<file path="config.mk">
export PLATFORM = sky130hd
export DESIGN_NAME = infix_to_postfix_converter
export DESIGN_NICKNAME = d
export VERILOG_FILES = /design/src/hw/rtl/itp_pkg.sv /design/src/hw/rtl/itp_datapath.sv /design/src/hw/rtl/itp_ctrl.sv /design/src/hw/rtl/infix_to_postfix_converter.sv
export SDC_FILE = /design/constraint.sdc
export NUM_CORES = 1
export LEC_CHECK = 0
export ABC_AREA = 1
export BUFFER_PORTS_ARGS = -buffer_cell sky130_fd_sc_hd__buf_2
export CELL_PAD_IN_SITES_DETAIL_PLACEMENT = 1
export CELL_PAD_IN_SITES_GLOBAL_PLACEMENT = 2
export CORE_ASPECT_RATIO = 1.25
export CORE_UTILIZATION = 41
export CTS_CLUSTER_SIZE = 28
export DETAILED_ROUTE_END_ITERATION = 7
export HOLD_SLACK_MARGIN = 0.12
export PLACE_DENSITY = 0.79
export SLEW_MARGIN = 20
export SYNTH_ARGS = -nofsm -noshare
export SYNTH_HDL_FRONTEND = slang
export SYNTH_SLANG_ARGS = --single-unit
</file>
<file path="constraint.sdc">
create_clock -name aclk -period 7.65 [get_ports aclk]
set_input_delay 0 -clock aclk [delete_from_list [all_inputs] [get_ports aclk]]
set_output_delay 0 -clock aclk [all_outputs]
set_load 0.02 [all_outputs]
</file>
<file path="src/hw/rtl/itp_pkg.sv">
// shared constants, codes, types and helpers for the infix to postfix converter
package itp_pkg;

    localparam int STACK_DEPTH = 32;
    localparam int VALUE_WIDTH = 64;
    localparam int CNT_W       = $clog2(STACK_DEPTH + 1);
    localparam int IDX_W       = $clog2(STACK_DEPTH);

    // request kinds
    localparam logic [1:0] REQ_NUM    = 2'd0;
    localparam logic [1:0] REQ_OP     = 2'd1;
    localparam logic [1:0] REQ_LPAREN = 2'd2;
    localparam logic [1:0] REQ_RPAREN = 2'd3;

    // result kinds
    localparam logic [1:0] OUT_NUM    = 2'd0;
    localparam logic [1:0] OUT_OP     = 2'd1;
    localparam logic [1:0] OUT_LPAREN = 2'd2;

    // operator codes
    localparam logic [2:0] OP_ADD = 3'd0;
    localparam logic [2:0] OP_SUB = 3'd1;
    localparam logic [2:0] OP_MUL = 3'd2;
    localparam logic [2:0] OP_DIV = 3'd3;
    localparam logic [2:0] OP_POW = 3'd4;

    // stack entry: bit 3 marks a left paren
    localparam logic [3:0] ENTRY_PAREN = 4'b1000;

    typedef logic [3:0] entry_t;

    typedef struct packed {
        logic accept;
        logic emit_num;
        logic emit_top;
        logic pop_only;
        logic push;
        logic finish;
        logic clear_flag;
    } ctl_cmd_t;

    typedef struct packed {
        logic [1:0] kind;
        logic       last;
        logic       top_valid;
        logic       top_paren;
        logic       top_ge;
        logic       pend_valid;
        logic       out_free;
    } ctl_status_t;

    function automatic logic [1:0] prec_of(input logic [2:0] code);
        logic [1:0] p;
        case (code)
            OP_ADD, OP_SUB: p = 2'd1;
            OP_MUL, OP_DIV: p = 2'd2;
            OP_POW:         p = 2'd3;
            default:        p = 2'd0;
        endcase
        return p;
    endfunction

endpackage

</file>
<file path="src/hw/rtl/itp_datapath.sv">
// operator stack, request registers, pending result and output register
module itp_datapath (
    input  logic                              aclk,
    input  logic                              aresetn,
    input  logic [1:0]                        s_req_type,
    input  logic [2:0]                        s_op_code,
    input  logic [itp_pkg::VALUE_WIDTH-1:0]   s_num_value,
    input  logic                              s_is_last,
    input  itp_pkg::ctl_cmd_t                 cmd,
    output itp_pkg::ctl_status_t              status,
    output logic                              m_valid,
    input  logic                              m_ready,
    output logic [1:0]                        m_out_kind,
    output logic [2:0]                        m_out_op,
    output logic [itp_pkg::VALUE_WIDTH-1:0]   m_out_value,
    output logic                              m_expr_done,
    output logic                              m_run_last,
    output logic                              m_overflow_seen
);

    // latched request
    logic [1:0]                      kind_reg;
    logic [2:0]                      code_reg;
    logic [itp_pkg::VALUE_WIDTH-1:0] value_reg;
    logic                            last_reg;

    // stack
    itp_pkg::entry_t                 stack_reg [itp_pkg::STACK_DEPTH];
    logic [itp_pkg::CNT_W-1:0]       count_reg;
    logic [itp_pkg::CNT_W-1:0]       count_next;
    logic                            ovf_reg;
    logic                            ovf_next;

    // pending result
    logic                            pend_valid_reg;
    logic                            pend_valid_next;
    logic [1:0]                      pend_kind_reg;
    logic [2:0]                      pend_op_reg;
    logic [itp_pkg::VALUE_WIDTH-1:0] pend_value_reg;
    logic                            pend_ovf_reg;

    // output register
    logic                            out_valid_reg;
    logic [1:0]                      out_kind_reg;
    logic [2:0]                      out_op_reg;
    logic [itp_pkg::VALUE_WIDTH-1:0] out_value_reg;
    logic                            out_done_reg;
    logic                            out_last_reg;
    logic                            out_ovf_reg;

    logic [itp_pkg::CNT_W-1:0]       top_pos;
    logic [itp_pkg::IDX_W-1:0]       top_addr;
    itp_pkg::entry_t                 top_entry;
    logic                            full;
    logic                            new_result;
    logic                            move;
    itp_pkg::entry_t                 push_entry;

    assign top_pos    = count_reg - itp_pkg::CNT_W'(1);
    assign top_addr   = top_pos[itp_pkg::IDX_W-1:0];
    assign top_entry  = stack_reg[top_addr];
    assign full       = (count_reg == itp_pkg::CNT_W'(itp_pkg::STACK_DEPTH));
    assign new_result = cmd.emit_num | cmd.emit_top;
    assign move       = pend_valid_reg & (new_result | cmd.finish);
    assign push_entry = (kind_reg == itp_pkg::REQ_LPAREN) ? itp_pkg::ENTRY_PAREN
                                                           : {1'b0, code_reg};

    always_comb begin
        status.kind       = kind_reg;
        status.last       = last_reg;
        status.top_valid  = (count_reg != '0);
        status.top_paren  = top_entry[3];
        status.top_ge     = (itp_pkg::prec_of(top_entry[2:0]) >= itp_pkg::prec_of(code_reg));
        status.pend_valid = pend_valid_reg;
        status.out_free   = ~out_valid_reg | m_ready;
    end

    always_comb begin
        count_next = count_reg;
        ovf_next   = ovf_reg;
        if (cmd.emit_top || cmd.pop_only) begin
            count_next = top_pos;
        end else if (cmd.push) begin
            if (full) begin
                ovf_next = 1'b1;
            end else begin
                count_next = count_reg + itp_pkg::CNT_W'(1);
            end
        end
        if (cmd.clear_flag) begin
            ovf_next = 1'b0;
        end
    end

    always_comb begin
        pend_valid_next = pend_valid_reg;
        if (new_result) begin
            pend_valid_next = 1'b1;
        end else if (cmd.finish) begin
            pend_valid_next = 1'b0;
        end
    end

    always_ff @(posedge aclk) begin
        if (!aresetn) begin
            count_reg      <= '0;
            ovf_reg        <= 1'b0;
            pend_valid_reg <= 1'b0;
            out_valid_reg  <= 1'b0;
        end else begin
            count_reg      <= count_next;
            ovf_reg        <= ovf_next;
            pend_valid_reg <= pend_valid_next;
            if (move) begin
                out_valid_reg <= 1'b1;
            end else if (m_ready) begin
                out_valid_reg <= 1'b0;
            end
        end
    end

    always_ff @(posedge aclk) begin
        if (cmd.accept) begin
            kind_reg  <= s_req_type;
            code_reg  <= s_op_code;
            value_reg <= s_num_value;
            last_reg  <= s_is_last;
        end
        if (cmd.push && !full) begin
            stack_reg[count_reg[itp_pkg::IDX_W-1:0]] <= push_entry;
        end
        if (cmd.emit_num) begin
            pend_kind_reg  <= itp_pkg::OUT_NUM;
            pend_op_reg    <= '0;
            pend_value_reg <= value_reg;
            pend_ovf_reg   <= ovf_reg;
        end else if (cmd.emit_top) begin
            pend_kind_reg  <= top_entry[3] ? itp_pkg::OUT_LPAREN : itp_pkg::OUT_OP;
            pend_op_reg    <= top_entry[3] ? 3'd0 : top_entry[2:0];
            pend_value_reg <= '0;
            pend_ovf_reg   <= ovf_reg;
        end
        if (move) begin
            out_kind_reg  <= pend_kind_reg;
            out_op_reg    <= pend_op_reg;
            out_value_reg <= pend_value_reg;
            out_ovf_reg   <= pend_ovf_reg;
            out_last_reg  <= cmd.finish;
            out_done_reg  <= cmd.finish & last_reg;
        end
    end

    assign m_valid         = out_valid_reg;
    assign m_out_kind      = out_kind_reg;
    assign m_out_op        = out_op_reg;
    assign m_out_value     = out_value_reg;
    assign m_expr_done     = out_done_reg;
    assign m_run_last      = out_last_reg;
    assign m_overflow_seen = out_ovf_reg;

endmodule

</file>
<file path="src/hw/rtl/itp_ctrl.sv">
// controller state machine sequencing pops, pushes, flush and result release
module itp_ctrl (
    input  logic                 aclk,
    input  logic                 aresetn,
    input  logic                 s_valid,
    output logic                 s_ready,
    input  itp_pkg::ctl_status_t status,
    output itp_pkg::ctl_cmd_t    cmd
);

    localparam logic [1:0] ST_IDLE  = 2'd0;
    localparam logic [1:0] ST_PROC  = 2'd1;
    localparam logic [1:0] ST_FLUSH = 2'd2;
    localparam logic [1:0] ST_FIN   = 2'd3;

    logic [1:0] state_reg;
    logic [1:0] state_next;
    logic       can_emit;
    logic [1:0] after_item;

    assign can_emit   = ~status.pend_valid | status.out_free;
    assign after_item = status.last ? ST_FLUSH : ST_FIN;
    assign s_ready    = (state_reg == ST_IDLE);

    always_comb begin
        cmd        = '0;
        state_next = state_reg;
        unique case (state_reg)
            ST_IDLE: begin
                if (s_valid) begin
                    cmd.accept = 1'b1;
                    state_next = ST_PROC;
                end
            end
            ST_PROC: begin
                case (status.kind)
                    itp_pkg::REQ_NUM: begin
                        if (can_emit) begin
                            cmd.emit_num = 1'b1;
                            state_next   = after_item;
                        end
                    end
                    itp_pkg::REQ_OP: begin
                        if (status.top_valid && !status.top_paren && status.top_ge) begin
                            cmd.emit_top = can_emit;
                        end else begin
                            cmd.push   = 1'b1;
                            state_next = after_item;
                        end
                    end
                    itp_pkg::REQ_LPAREN: begin
                        cmd.push   = 1'b1;
                        state_next = after_item;
                    end
                    default: begin
                        if (status.top_valid && !status.top_paren) begin
                            cmd.emit_top = can_emit;
                        end else begin
                            cmd.pop_only = status.top_valid;
                            state_next   = after_item;
                        end
                    end
                endcase
            end
            ST_FLUSH: begin
                if (status.top_valid) begin
                    cmd.emit_top = can_emit;
                end else begin
                    state_next = ST_FIN;
                end
            end
            ST_FIN: begin
                if (can_emit) begin
                    cmd.finish     = 1'b1;
                    cmd.clear_flag = status.last;
                    state_next     = ST_IDLE;
                end
            end
            default: begin
                state_next = ST_IDLE;
            end
        endcase
    end

    always_ff @(posedge aclk) begin
        if (!aresetn) begin
            state_reg <= ST_IDLE;
        end else begin
            state_reg <= state_next;
        end
    end

endmodule

</file>
<file path="src/hw/rtl/infix_to_postfix_converter.sv">
// top level of the shunting-yard infix to postfix converter
//
// input channel (s_*): one infix token per request, number, operator,
// left paren or right paren, with s_is_last marking the final token.
// output channel (m_*): postfix tokens in order, one per transfer, with
// m_run_last on the last token a request causes and m_expr_done on the
// final token of an expression. m_overflow_seen reports a push dropped
// on a full operator stack since the last flush.
// one request is worked at a time: after it is taken, operators are popped
// one per step through the single stack read port, and a request marked
// last then flushes the stack before its result is released. a result
// passes the pending register and then the output register on its way
// to m_valid.
// the output register lets the next request be taken while a token waits.
// if the receiver stalls, pops halt once one token is held pending and
// one waits in the output register; nothing is lost.
// reset (aresetn low, synchronous) empties the stack, clears the overflow
// flag and drops any token held.
module infix_to_postfix_converter (
    input  logic                              aclk,
    input  logic                              aresetn,
    input  logic                              s_valid,
    output logic                              s_ready,
    input  logic [1:0]                        s_req_type,
    input  logic [2:0]                        s_op_code,
    input  logic [itp_pkg::VALUE_WIDTH-1:0]   s_num_value,
    input  logic                              s_is_last,
    output logic                              m_valid,
    input  logic                              m_ready,
    output logic [1:0]                        m_out_kind,
    output logic [2:0]                        m_out_op,
    output logic [itp_pkg::VALUE_WIDTH-1:0]   m_out_value,
    output logic                              m_expr_done,
    output logic                              m_run_last,
    output logic                              m_overflow_seen
);

    itp_pkg::ctl_cmd_t    cmd;
    itp_pkg::ctl_status_t status;

    itp_ctrl u_ctrl (
        .aclk    (aclk),
        .aresetn (aresetn),
        .s_valid (s_valid),
        .s_ready (s_ready),
        .status  (status),
        .cmd     (cmd)
    );

    itp_datapath u_datapath (
        .aclk            (aclk),
        .aresetn         (aresetn),
        .s_req_type      (s_req_type),
        .s_op_code       (s_op_code),
        .s_num_value     (s_num_value),
        .s_is_last       (s_is_last),
        .cmd             (cmd),
        .status          (status),
        .m_valid         (m_valid),
        .m_ready         (m_ready),
        .m_out_kind      (m_out_kind),
        .m_out_op        (m_out_op),
        .m_out_value     (m_out_value),
        .m_expr_done     (m_expr_done),
        .m_run_last      (m_run_last),
        .m_overflow_seen (m_overflow_seen)
    );

endmodule

</file>
==> impl_metrics.xml, run 1 <==
<?xml version="1.0" encoding="UTF-8"?>
<metrics>
  <group name="run_status">
    <metric name="run_status" unit="">finished clean</metric>
  </group>
  <group name="routing">
    <metric name="viasPerCell" unit="">5.005</metric>
    <metric name="drt-pass1-iter-count" unit="">5</metric>
    <metric name="ant_nets" unit="">0</metric>
    <metric name="routed_wire_length_per_instance" unit="um">20.66</metric>
    <metric name="detailroute.via_count" unit="">8289</metric>
    <metric name="drcViolationCount" unit="">0</metric>
    <metric name="detail_route.iter0.violations" unit="">530</metric>
    <metric name="detail_route.wirelength" unit="mm">34.21</metric>
  </group>
  <group name="final_layout">
    <metric name="area.growth.synth_to_final" unit="%">23.24</metric>
    <metric name="insertedDiodeCount" unit="">0</metric>
    <metric name="final_nets" unit="">1308</metric>
    <metric name="largest_reg_flops" unit="">128</metric>
    <metric name="drive_gt1_share" unit="%">19.45</metric>
  </group>
  <group name="worst_setup_path">
    <metric name="arrival" unit="ns">5.54</metric>
    <metric name="reg2reg_from" unit="">u_datapath.count_reg[0]</metric>
    <metric name="cp.required" unit="ns">7.82</metric>
    <metric name="category_of_cells_accounting_for_the_largest_share_of_critical_path_delay" unit="">buffers and inverters</metric>
    <metric name="cpPeakStageDelay" unit="ns">0.78</metric>
    <metric name="worst-path-max-fanout" unit="">43</metric>
    <metric name="r2r_setup_slack" unit="ns">2.28</metric>
    <metric name="critPathCaptureType" unit="">register</metric>
    <metric name="rr_worst_depth" unit="">22</metric>
    <metric name="critical_path.slowest_cell" unit="">xor2_2</metric>
    <metric name="crit_path_cell_trace" unit="">inv_2, ha_1, xor2_2, o221ai_1, o211ai_1, o21ai_0, nand2_1, nand2_1, a21oi_1, a21oi_1, ha_1, a21oi_1, nand2_1, o21ai_0, inv_1, nand3_2, nand2_2, nand2_4, nand2_4, o21ai_1, inv_2, buf_4</metric>
    <metric name="worst-path-buf-inv" unit="">4</metric>
    <metric name="crit_path_start_kind" unit="">register</metric>
    <metric name="worst-setup-path-type" unit="">register to register</metric>
    <metric name="r2r_end" unit="">u_datapath.m_out_value[43]</metric>
  </group>
  <group name="sta">
    <metric name="hold_viol_final" unit="">0</metric>
    <metric name="setup_tns" unit="ns">0</metric>
    <metric name="finalHoldWorstSlack" unit="ns">0.1703</metric>
    <metric name="max_slew_violation_count" unit="">0</metric>
    <metric name="setup_violations" unit="">0</metric>
    <metric name="grt_setup_unrepaired" unit="">false</metric>
    <metric name="post-route-min-period" unit="ns">5.365</metric>
    <metric name="skew" unit="ns">0.01753</metric>
    <metric name="achievable_frequency" unit="GHz">0.1864</metric>
    <metric name="timing.max_slew.rel_slack" unit="%">35.08</metric>
    <metric name="timing.final.crit_share" unit="%">70.13</metric>
    <metric name="max_slew.worst_pin.slew" unit="ns">0.9730</metric>
  </group>
  <group name="cts">
    <metric name="insertion_delay" unit="ns">0.54</metric>
    <metric name="cts.hold.buffers_added" unit="">73</metric>
    <metric name="clock-root-buffer" unit="">clkbuf_16</metric>
    <metric name="cts_inserted_buffers" unit="">35</metric>
    <metric name="h-tree-depth" unit="">2</metric>
    <metric name="clk_path_buf_depth" unit="">3</metric>
    <metric name="cts_sinks" unit="">351</metric>
    <metric name="cts_tree" unit="">yes</metric>
    <metric name="reg_clk_slew_reported_paths" unit="ns">0.06</metric>
    <metric name="cts-resized-gates" unit="">0</metric>
    <metric name="cts.repair_timing.setup_buffer_count" unit="">0</metric>
  </group>
  <group name="flow_run">
    <metric name="max_cap_violation_count" unit="">0</metric>
  </group>
  <group name="synthesis">
    <metric name="syn_nets" unit="">1070</metric>
    <metric name="post_synth.cell_area_avg" unit="um2">13.65</metric>
    <metric name="synth_seq_area_share" unit="%">77.53</metric>
    <metric name="syn-instance-count" unit="">981</metric>
    <metric name="post_synth_num_cell_types" unit="">36</metric>
    <metric name="synthesized_flop_and_latch_total" unit="">351</metric>
    <metric name="ys.warnings.count" unit="">0</metric>
    <metric name="syn_area" unit="mm2">0.01339</metric>
  </group>
  <group name="global_routing">
    <metric name="grt_first_pass_wirelength" unit="mm">52.73</metric>
    <metric name="global_route.usage.total" unit="%">21.26</metric>
    <metric name="first_global_vias" unit="">9191</metric>
    <metric name="number_of_antenna_violations_at_the_first_check_in_global_routing" unit="">0</metric>
    <metric name="grt_remaining_overflow" unit="">0</metric>
    <metric name="grt_start_max_net_pins" unit="">69</metric>
  </group>
  <group name="die">
    <metric name="floorplan.die.height" unit="um">204.0</metric>
    <metric name="num_io_pins" unit="">148</metric>
    <metric name="design.die.area" unit="mm2">0.03338</metric>
    <metric name="chipWidth" unit="um">163.6</metric>
    <metric name="row_count" unit="">73</metric>
    <metric name="initial_utilization" unit="%">41.88</metric>
    <metric name="core-area" unit="mm2">0.03197</metric>
  </group>
  <group name="place">
    <metric name="post-dp-hpwl" unit="mm">19.79</metric>
    <metric name="gpl.final_weighted_congestion" unit="">0.7920</metric>
    <metric name="number_of_i_o_port_buffers" unit="">147</metric>
  </group>
  <group name="power">
    <metric name="power-per-cell-area" unit="mW/mm2">305.8</metric>
    <metric name="static-leakage-power" unit="nW">6.433</metric>
    <metric name="ir_drop" unit="mV">0.3296</metric>
  </group>
  <group name="min_path">
    <metric name="worst_hold_path.endpoint" unit="">u_datapath.value_reg[39]</metric>
    <metric name="hold_path.startpoint" unit="">s_num_value[39]</metric>
    <metric name="worstHoldPathCells" unit="">2</metric>
    <metric name="min_path_type" unit="">input pin to register</metric>
  </group>
</metrics>
-- cells by family (layout without fill, tap and decap cells) --
logic type,after synthesis,in the layout,share of synthesized area [%]
AOI/OAI and AO/OA,115,115,5.122
xor gates and xnor gates,8,8,0.7477
adders and majority gates,15,15,1.402
buffers and inverters,159,422,4.617
DFF,351,351,77.53
and+or+nand+nor,333,333,10.58
-- synth_stat cells --
| library cell | count | area, um2 |
|---|---|---|
| a32o_1 | 4 | 40.04 |
| nand3_1 | 42 | 210.2 |
| ha_1 | 15 | 187.7 |
| o22ai_1 | 11 | 68.82 |
| nand2_2 | 8 | 50.05 |
| o21ai_1 | 3 | 15.01 |
| clkbuf_1 | 16 | 60.06 |
| nand2_1 | 126 | 473.0 |
| o21ai_0 | 45 | 225.2 |
| xnor2_2 | 1 | 16.27 |
| nand3_2 | 5 | 50.05 |
| clkinv_1 | 1 | 3.750 |
| buf_6 | 1 | 11.26 |
| nand3_4 | 1 | 17.52 |
| a21oi_4 | 1 | 16.27 |
| buf_2 | 9 | 45.04 |
| xor2_1 | 4 | 35.03 |
| nor3b_1 | 1 | 7.510 |
| xor2_2 | 3 | 48.80 |
| a21oi_1 | 28 | 140.1 |
| o31ai_1 | 1 | 7.510 |
| inv_1 | 120 | 450.4 |
| nor3_4 | 1 | 16.27 |
| o211ai_1 | 12 | 90.09 |
| nor2_1 | 141 | 529.3 |
| nand2_4 | 3 | 33.78 |
| inv_2 | 5 | 18.77 |
| a22oi_1 | 4 | 30.03 |
| buf_1 | 6 | 22.52 |
| nand4_1 | 2 | 12.51 |
| o221ai_1 | 6 | 52.55 |
| inv_4 | 1 | 6.260 |
| edfxtp_1 | 335 | 10060 |
| nor2_2 | 1 | 6.260 |
| nor3_1 | 2 | 10.01 |
| dfxtp_1 | 16 | 320.3 |
-- cells in the final DEF (no fill, tap or decap), types with 2 or more instances in the layout --
master           n
nor3_1           2
clkinv_2         2
xor2_2           3
o221ai_1         6
nand4_1          2
nor2_1         141
a22oi_1          4
o22ai_1         11
a32o_1           4
edfxtp_1       335
bufinv_16        5
clkinvlp_4       2
nand3_1         42
nand3_2          5
clkinv_1         7
inv_1          118
o21ai_1          3
inv_6            2
dfxtp_1         15
nand2_4          4
o21ai_0         45
dlygate4sd3_1   73
buf_4           13
clkbuf_1         8
o211ai_1        12
buf_2          147
inv_2            7
nand2_2          8
xor2_1           4
nand2_1        125
clkbuf_16       36
ha_1            15
a21oi_1         28
-- power breakdown --
part / switching, mW / internal, mW
Clock: 0.738 / 1.04
Combinational: 0.608 / 0.238
Sequential: 0.0600 / 2.36
Total: 1.41 / 3.64
-- through the flow --
step	instances	total power [mW]	cell area [um2]	utilization, %	setup WS [ns]
3_3_place_gp	1521	3.228	14610	45.69	2.513
3_5_place_dp	1521	3.266	14610	45.69	2.203
5_1_grt	1656	5.248	16500	51.61	1.829
4_1_cts	1656	5.064	16500	51.61	2.197
2_1_floorplan	981	2.983	13390	-	1.554
6_report	1656	5.046	16500	51.61	2.285
-- routing by layer --
layer	share of wire, %	up-vias	track usage (%)
met2	53	226	39.23
li1	-	3859	-
met3	6.6	71	5.946
met5	0	-	0
met4	3.1	0	7.639
met1	37	4133	22.89
-- final cells by class --
type | count | area (um2)
fill | 3245 | 15470
inverter | 127 | 479.2
sequential | 351 | 10380
timing repair buffer | 233 | 1564
clock inverter | 18 | 231.5
tap | 412 | 515.5
clock buffer | 44 | 930.9
multi-input combinational | 471 | 2397
-- worst max path at each step --
| stage | cells past startpoint | from | to | slack, ns |
|---|---|---|---|---|
| 6_report | 22 | u_datapath.count_reg[0] | u_datapath.m_out_value[43] | 2.28 |
| 3_3_place_gp | 22 | u_datapath.count_reg[0] | u_datapath.m_out_value[37] | 2.51 |
| 2_1_floorplan | 25 | u_datapath.count_reg[0] | u_datapath.m_expr_done | 1.55 |
| 3_5_place_dp | 22 | u_datapath.count_reg[0] | u_datapath.m_out_value[37] | 2.20 |
| 5_1_grt | 22 | u_datapath.count_reg[0] | u_datapath.m_out_value[41] | 1.83 |
| 4_1_cts | 22 | u_datapath.count_reg[0] | u_datapath.m_out_value[6] | 2.20 |
Power figures use the tool's default switching activity.
==> run 2, diff against run 1 <==
clock period = 5.2 ns   (was 7.65 ns; I/O delays follow)
==> run 2 against run 1 <==
Effect of this change: sequential power rose by 47%; wire length fell by 0.69%; clock power is 37% higher; combinational power grew 50%; die area is the same; clock-buffer cell count rose by 1; sequential share of layout area grew 0.15 points; worst setup slack got worse by 1.7 ns; total power grew 44%; global-route usage decreased by 0.15 points; fmax up 17%; non-clock buffer count rose by 1; critical path type unchanged; largest cell class unchanged; highest routed layer unchanged.
==> impl_metrics.xml, run 2 (synthesis gave the netlist of run 1 again) <==
<?xml version="1.0" encoding="UTF-8"?>
<metrics>
  <group name="sta">
    <metric name="setup_violations" unit="">0</metric>
    <metric name="hold_viol_final" unit="">0</metric>
    <metric name="timing.max_slew.rel_slack" unit="%">30.31</metric>
    <metric name="finalHoldWorstSlack" unit="ns">0.1756</metric>
    <metric name="achievable_frequency" unit="GHz">0.2174</metric>
    <metric name="max_slew_violation_count" unit="">0</metric>
    <metric name="timing.final.crit_share" unit="%">88.48</metric>
    <metric name="worst_slack" unit="ns">0.5991</metric>
    <metric name="skew" unit="ns">0.02821</metric>
    <metric name="grt_setup_unrepaired" unit="">false</metric>
    <metric name="post-route-min-period" unit="ns">4.601</metric>
    <metric name="setup_tns" unit="ns">0</metric>
    <metric name="max_slew.worst_pin.slew" unit="ns">1.044</metric>
  </group>
  <group name="final_layout">
    <metric name="insertedDiodeCount" unit="">0</metric>
    <metric name="final_nets" unit="">1309</metric>
    <metric name="area_taken_by_multi_input_logic_gates" unit="mm2">0.002430</metric>
    <metric name="largest_reg_flops" unit="">128</metric>
    <metric name="layout_commonest_cell" unit="">edfxtp_1</metric>
    <metric name="sequential_cell_area" unit="mm2">0.01038</metric>
    <metric name="most_frequent_cells_in_the_layout" unit="">edfxtp_1 (335), buf_2 (147), nor2_1 (141)</metric>
    <metric name="drive_gt1_share" unit="%">19.84</metric>
    <metric name="area.growth.synth_to_final" unit="%">22.94</metric>
    <metric name="final_core_utilization" unit="%">51.49</metric>
    <metric name="fill_cells" unit="">3261</metric>
  </group>
  <group name="routing">
    <metric name="detail_route.wirelength" unit="mm">33.98</metric>
    <metric name="ant_nets" unit="">0</metric>
    <metric name="detailroute.via_count" unit="">8202</metric>
    <metric name="drcViolationCount" unit="">0</metric>
    <metric name="detail_route.iter0.violations" unit="">470</metric>
    <metric name="viasPerCell" unit="">4.950</metric>
    <metric name="routed_wire_length_per_instance" unit="um">20.50</metric>
    <metric name="drt-pass1-iter-count" unit="">4</metric>
  </group>
  <group name="global_routing">
    <metric name="number_of_antenna_violations_at_the_first_check_in_global_routing" unit="">0</metric>
    <metric name="grt_first_pass_wirelength" unit="mm">52.38</metric>
    <metric name="grt_remaining_overflow" unit="">0</metric>
    <metric name="global_route.usage.total" unit="%">21.11</metric>
    <metric name="first_global_vias" unit="">9058</metric>
    <metric name="grt_start_max_net_pins" unit="">69</metric>
  </group>
  <group name="cts">
    <metric name="cts_sinks" unit="">351</metric>
    <metric name="reg_clk_slew_reported_paths" unit="ns">0.07</metric>
    <metric name="insertion_delay" unit="ns">0.54</metric>
    <metric name="cts.repair_timing.setup_buffer_count" unit="">0</metric>
    <metric name="cts_inserted_buffers" unit="">35</metric>
    <metric name="clk_path_buf_depth" unit="">3</metric>
    <metric name="h-tree-depth" unit="">2</metric>
    <metric name="clock-root-buffer" unit="">clkbuf_16</metric>
    <metric name="cts_tree" unit="">yes</metric>
  </group>
  <group name="worst_setup_path">
    <metric name="worst-setup-path-type" unit="">register to register</metric>
    <metric name="crit_path_start_kind" unit="">register</metric>
    <metric name="worst-path-max-fanout" unit="">67</metric>
    <metric name="critPathCaptureType" unit="">register</metric>
    <metric name="arrival" unit="ns">4.79</metric>
    <metric name="cp.required" unit="ns">5.39</metric>
  </group>
  <group name="power">
    <metric name="power-per-cell-area" unit="mW/mm2">440.9</metric>
    <metric name="ir_drop" unit="mV">0.3246</metric>
    <metric name="static-leakage-power" unit="nW">6.400</metric>
  </group>
  <group name="die">
    <metric name="design.die.area" unit="mm2">0.03338</metric>
    <metric name="num_io_pins" unit="">148</metric>
    <metric name="initial_utilization" unit="%">41.88</metric>
    <metric name="row_count" unit="">73</metric>
    <metric name="floorplan.die.height" unit="um">204.0</metric>
    <metric name="core-area" unit="mm2">0.03197</metric>
    <metric name="chipWidth" unit="um">163.6</metric>
  </group>
  <group name="min_path">
    <metric name="min_path_type" unit="">input pin to register</metric>
  </group>
  <group name="place">
    <metric name="gpl.final_weighted_congestion" unit="">0.8076</metric>
    <metric name="pre_cts_slack" unit="ns">0.3245</metric>
    <metric name="number_of_i_o_port_buffers" unit="">147</metric>
    <metric name="post-dp-hpwl" unit="mm">19.97</metric>
  </group>
  <group name="run_status">
    <metric name="run_status" unit="">finished clean</metric>
  </group>
  <group name="flow_run">
    <metric name="max_cap_violation_count" unit="">0</metric>
  </group>
</metrics>
## run 2: changes by cell type in the layout (fill, tap and decap cells not counted), sizes merged
cell | before | now
buf | 160 | 161
clkinv | 10 | 13
clkinvlp | 2 | 3
bufinv | 5 | 1
clkbuf | 44 | 45
inv | 128 | 127
## run 2: final cells by class
type                       count  share of cell area (%)
sequential                   351                   63.07
multi-input combinational    471                   14.76
timing repair buffer         234                   9.593
clock buffer                  45                   5.739
tap                          412                   3.132
inverter                     127                   2.949
clock inverter                17                  0.7526
## run 2: where the power goes
group | switching [mW] | internal (mW)
clock | 1.09 | 1.34
combinational | 0.908 | 0.358
sequential | 0.0866 | 3.48
total | 2.08 | 5.18
## run 2: repair_timing
item,in CTS,in global routing
hold buffers,73,0
hold endpoints to repair,81,0
setup endpoints to repair,0,72
gates resized for setup,0,3
## run 2: path summary, 6_finish.rpt
check                                startpoint                    endpoint  slack [ns]  cells after the start
setup / recovery        u_datapath.count_reg[1]  u_datapath.m_out_value[50]        0.60                     23
hold / removal                   s_num_value[5]     u_datapath.value_reg[5]        0.18                      2
setup reg to reg        u_datapath.count_reg[1]  u_datapath.m_out_value[50]        0.60                     23
hold reg to reg   u_datapath.pend_value_reg[12]  u_datapath.m_out_value[12]        0.42                      0
## run 2: worst max-delay path, stage by stage, from the launching register on
cell and delay [ns]:
dfxtp_1 0.40, inv_1 0.15, ha_4 0.32, buf_4 0.36, o21ai_0 0.16, o22ai_1 0.19, o21ai_0 0.13, o21ai_0 0.20
nand2_1 0.07, nand2_1 0.13, a21oi_1 0.07, a21oi_1 0.13, ha_1 0.25, a21oi_1 0.15, nand2_1 0.10, o21ai_0 0.16
inv_1 0.07, nand3_2 0.07, nand2_2 0.08, nand2_4 0.16, nand2_8 0.07, o21ai_4 0.18, clkinvlp_4 0.20, buf_6 0.31
## run 2: stage by stage
step	instances	instance area [um2]	power [mW]
after detailed placement	1522	14650	4.830
final	1657	16460	7.257
after floorplan	981	13440	4.398
after CTS	1657	16450	7.273
after global placement	1522	14650	4.782
after global routing	1657	16460	7.564
## run 2: layer usage
metal	global-route usage [%]	part of all wire [%]	up-vias
li1	-	-	3874
met1	24.99	39	4049
met2	37.24	52	217
met3	5.154	6.0	62
met4	7.110	2.7	0
met5	0	0	-
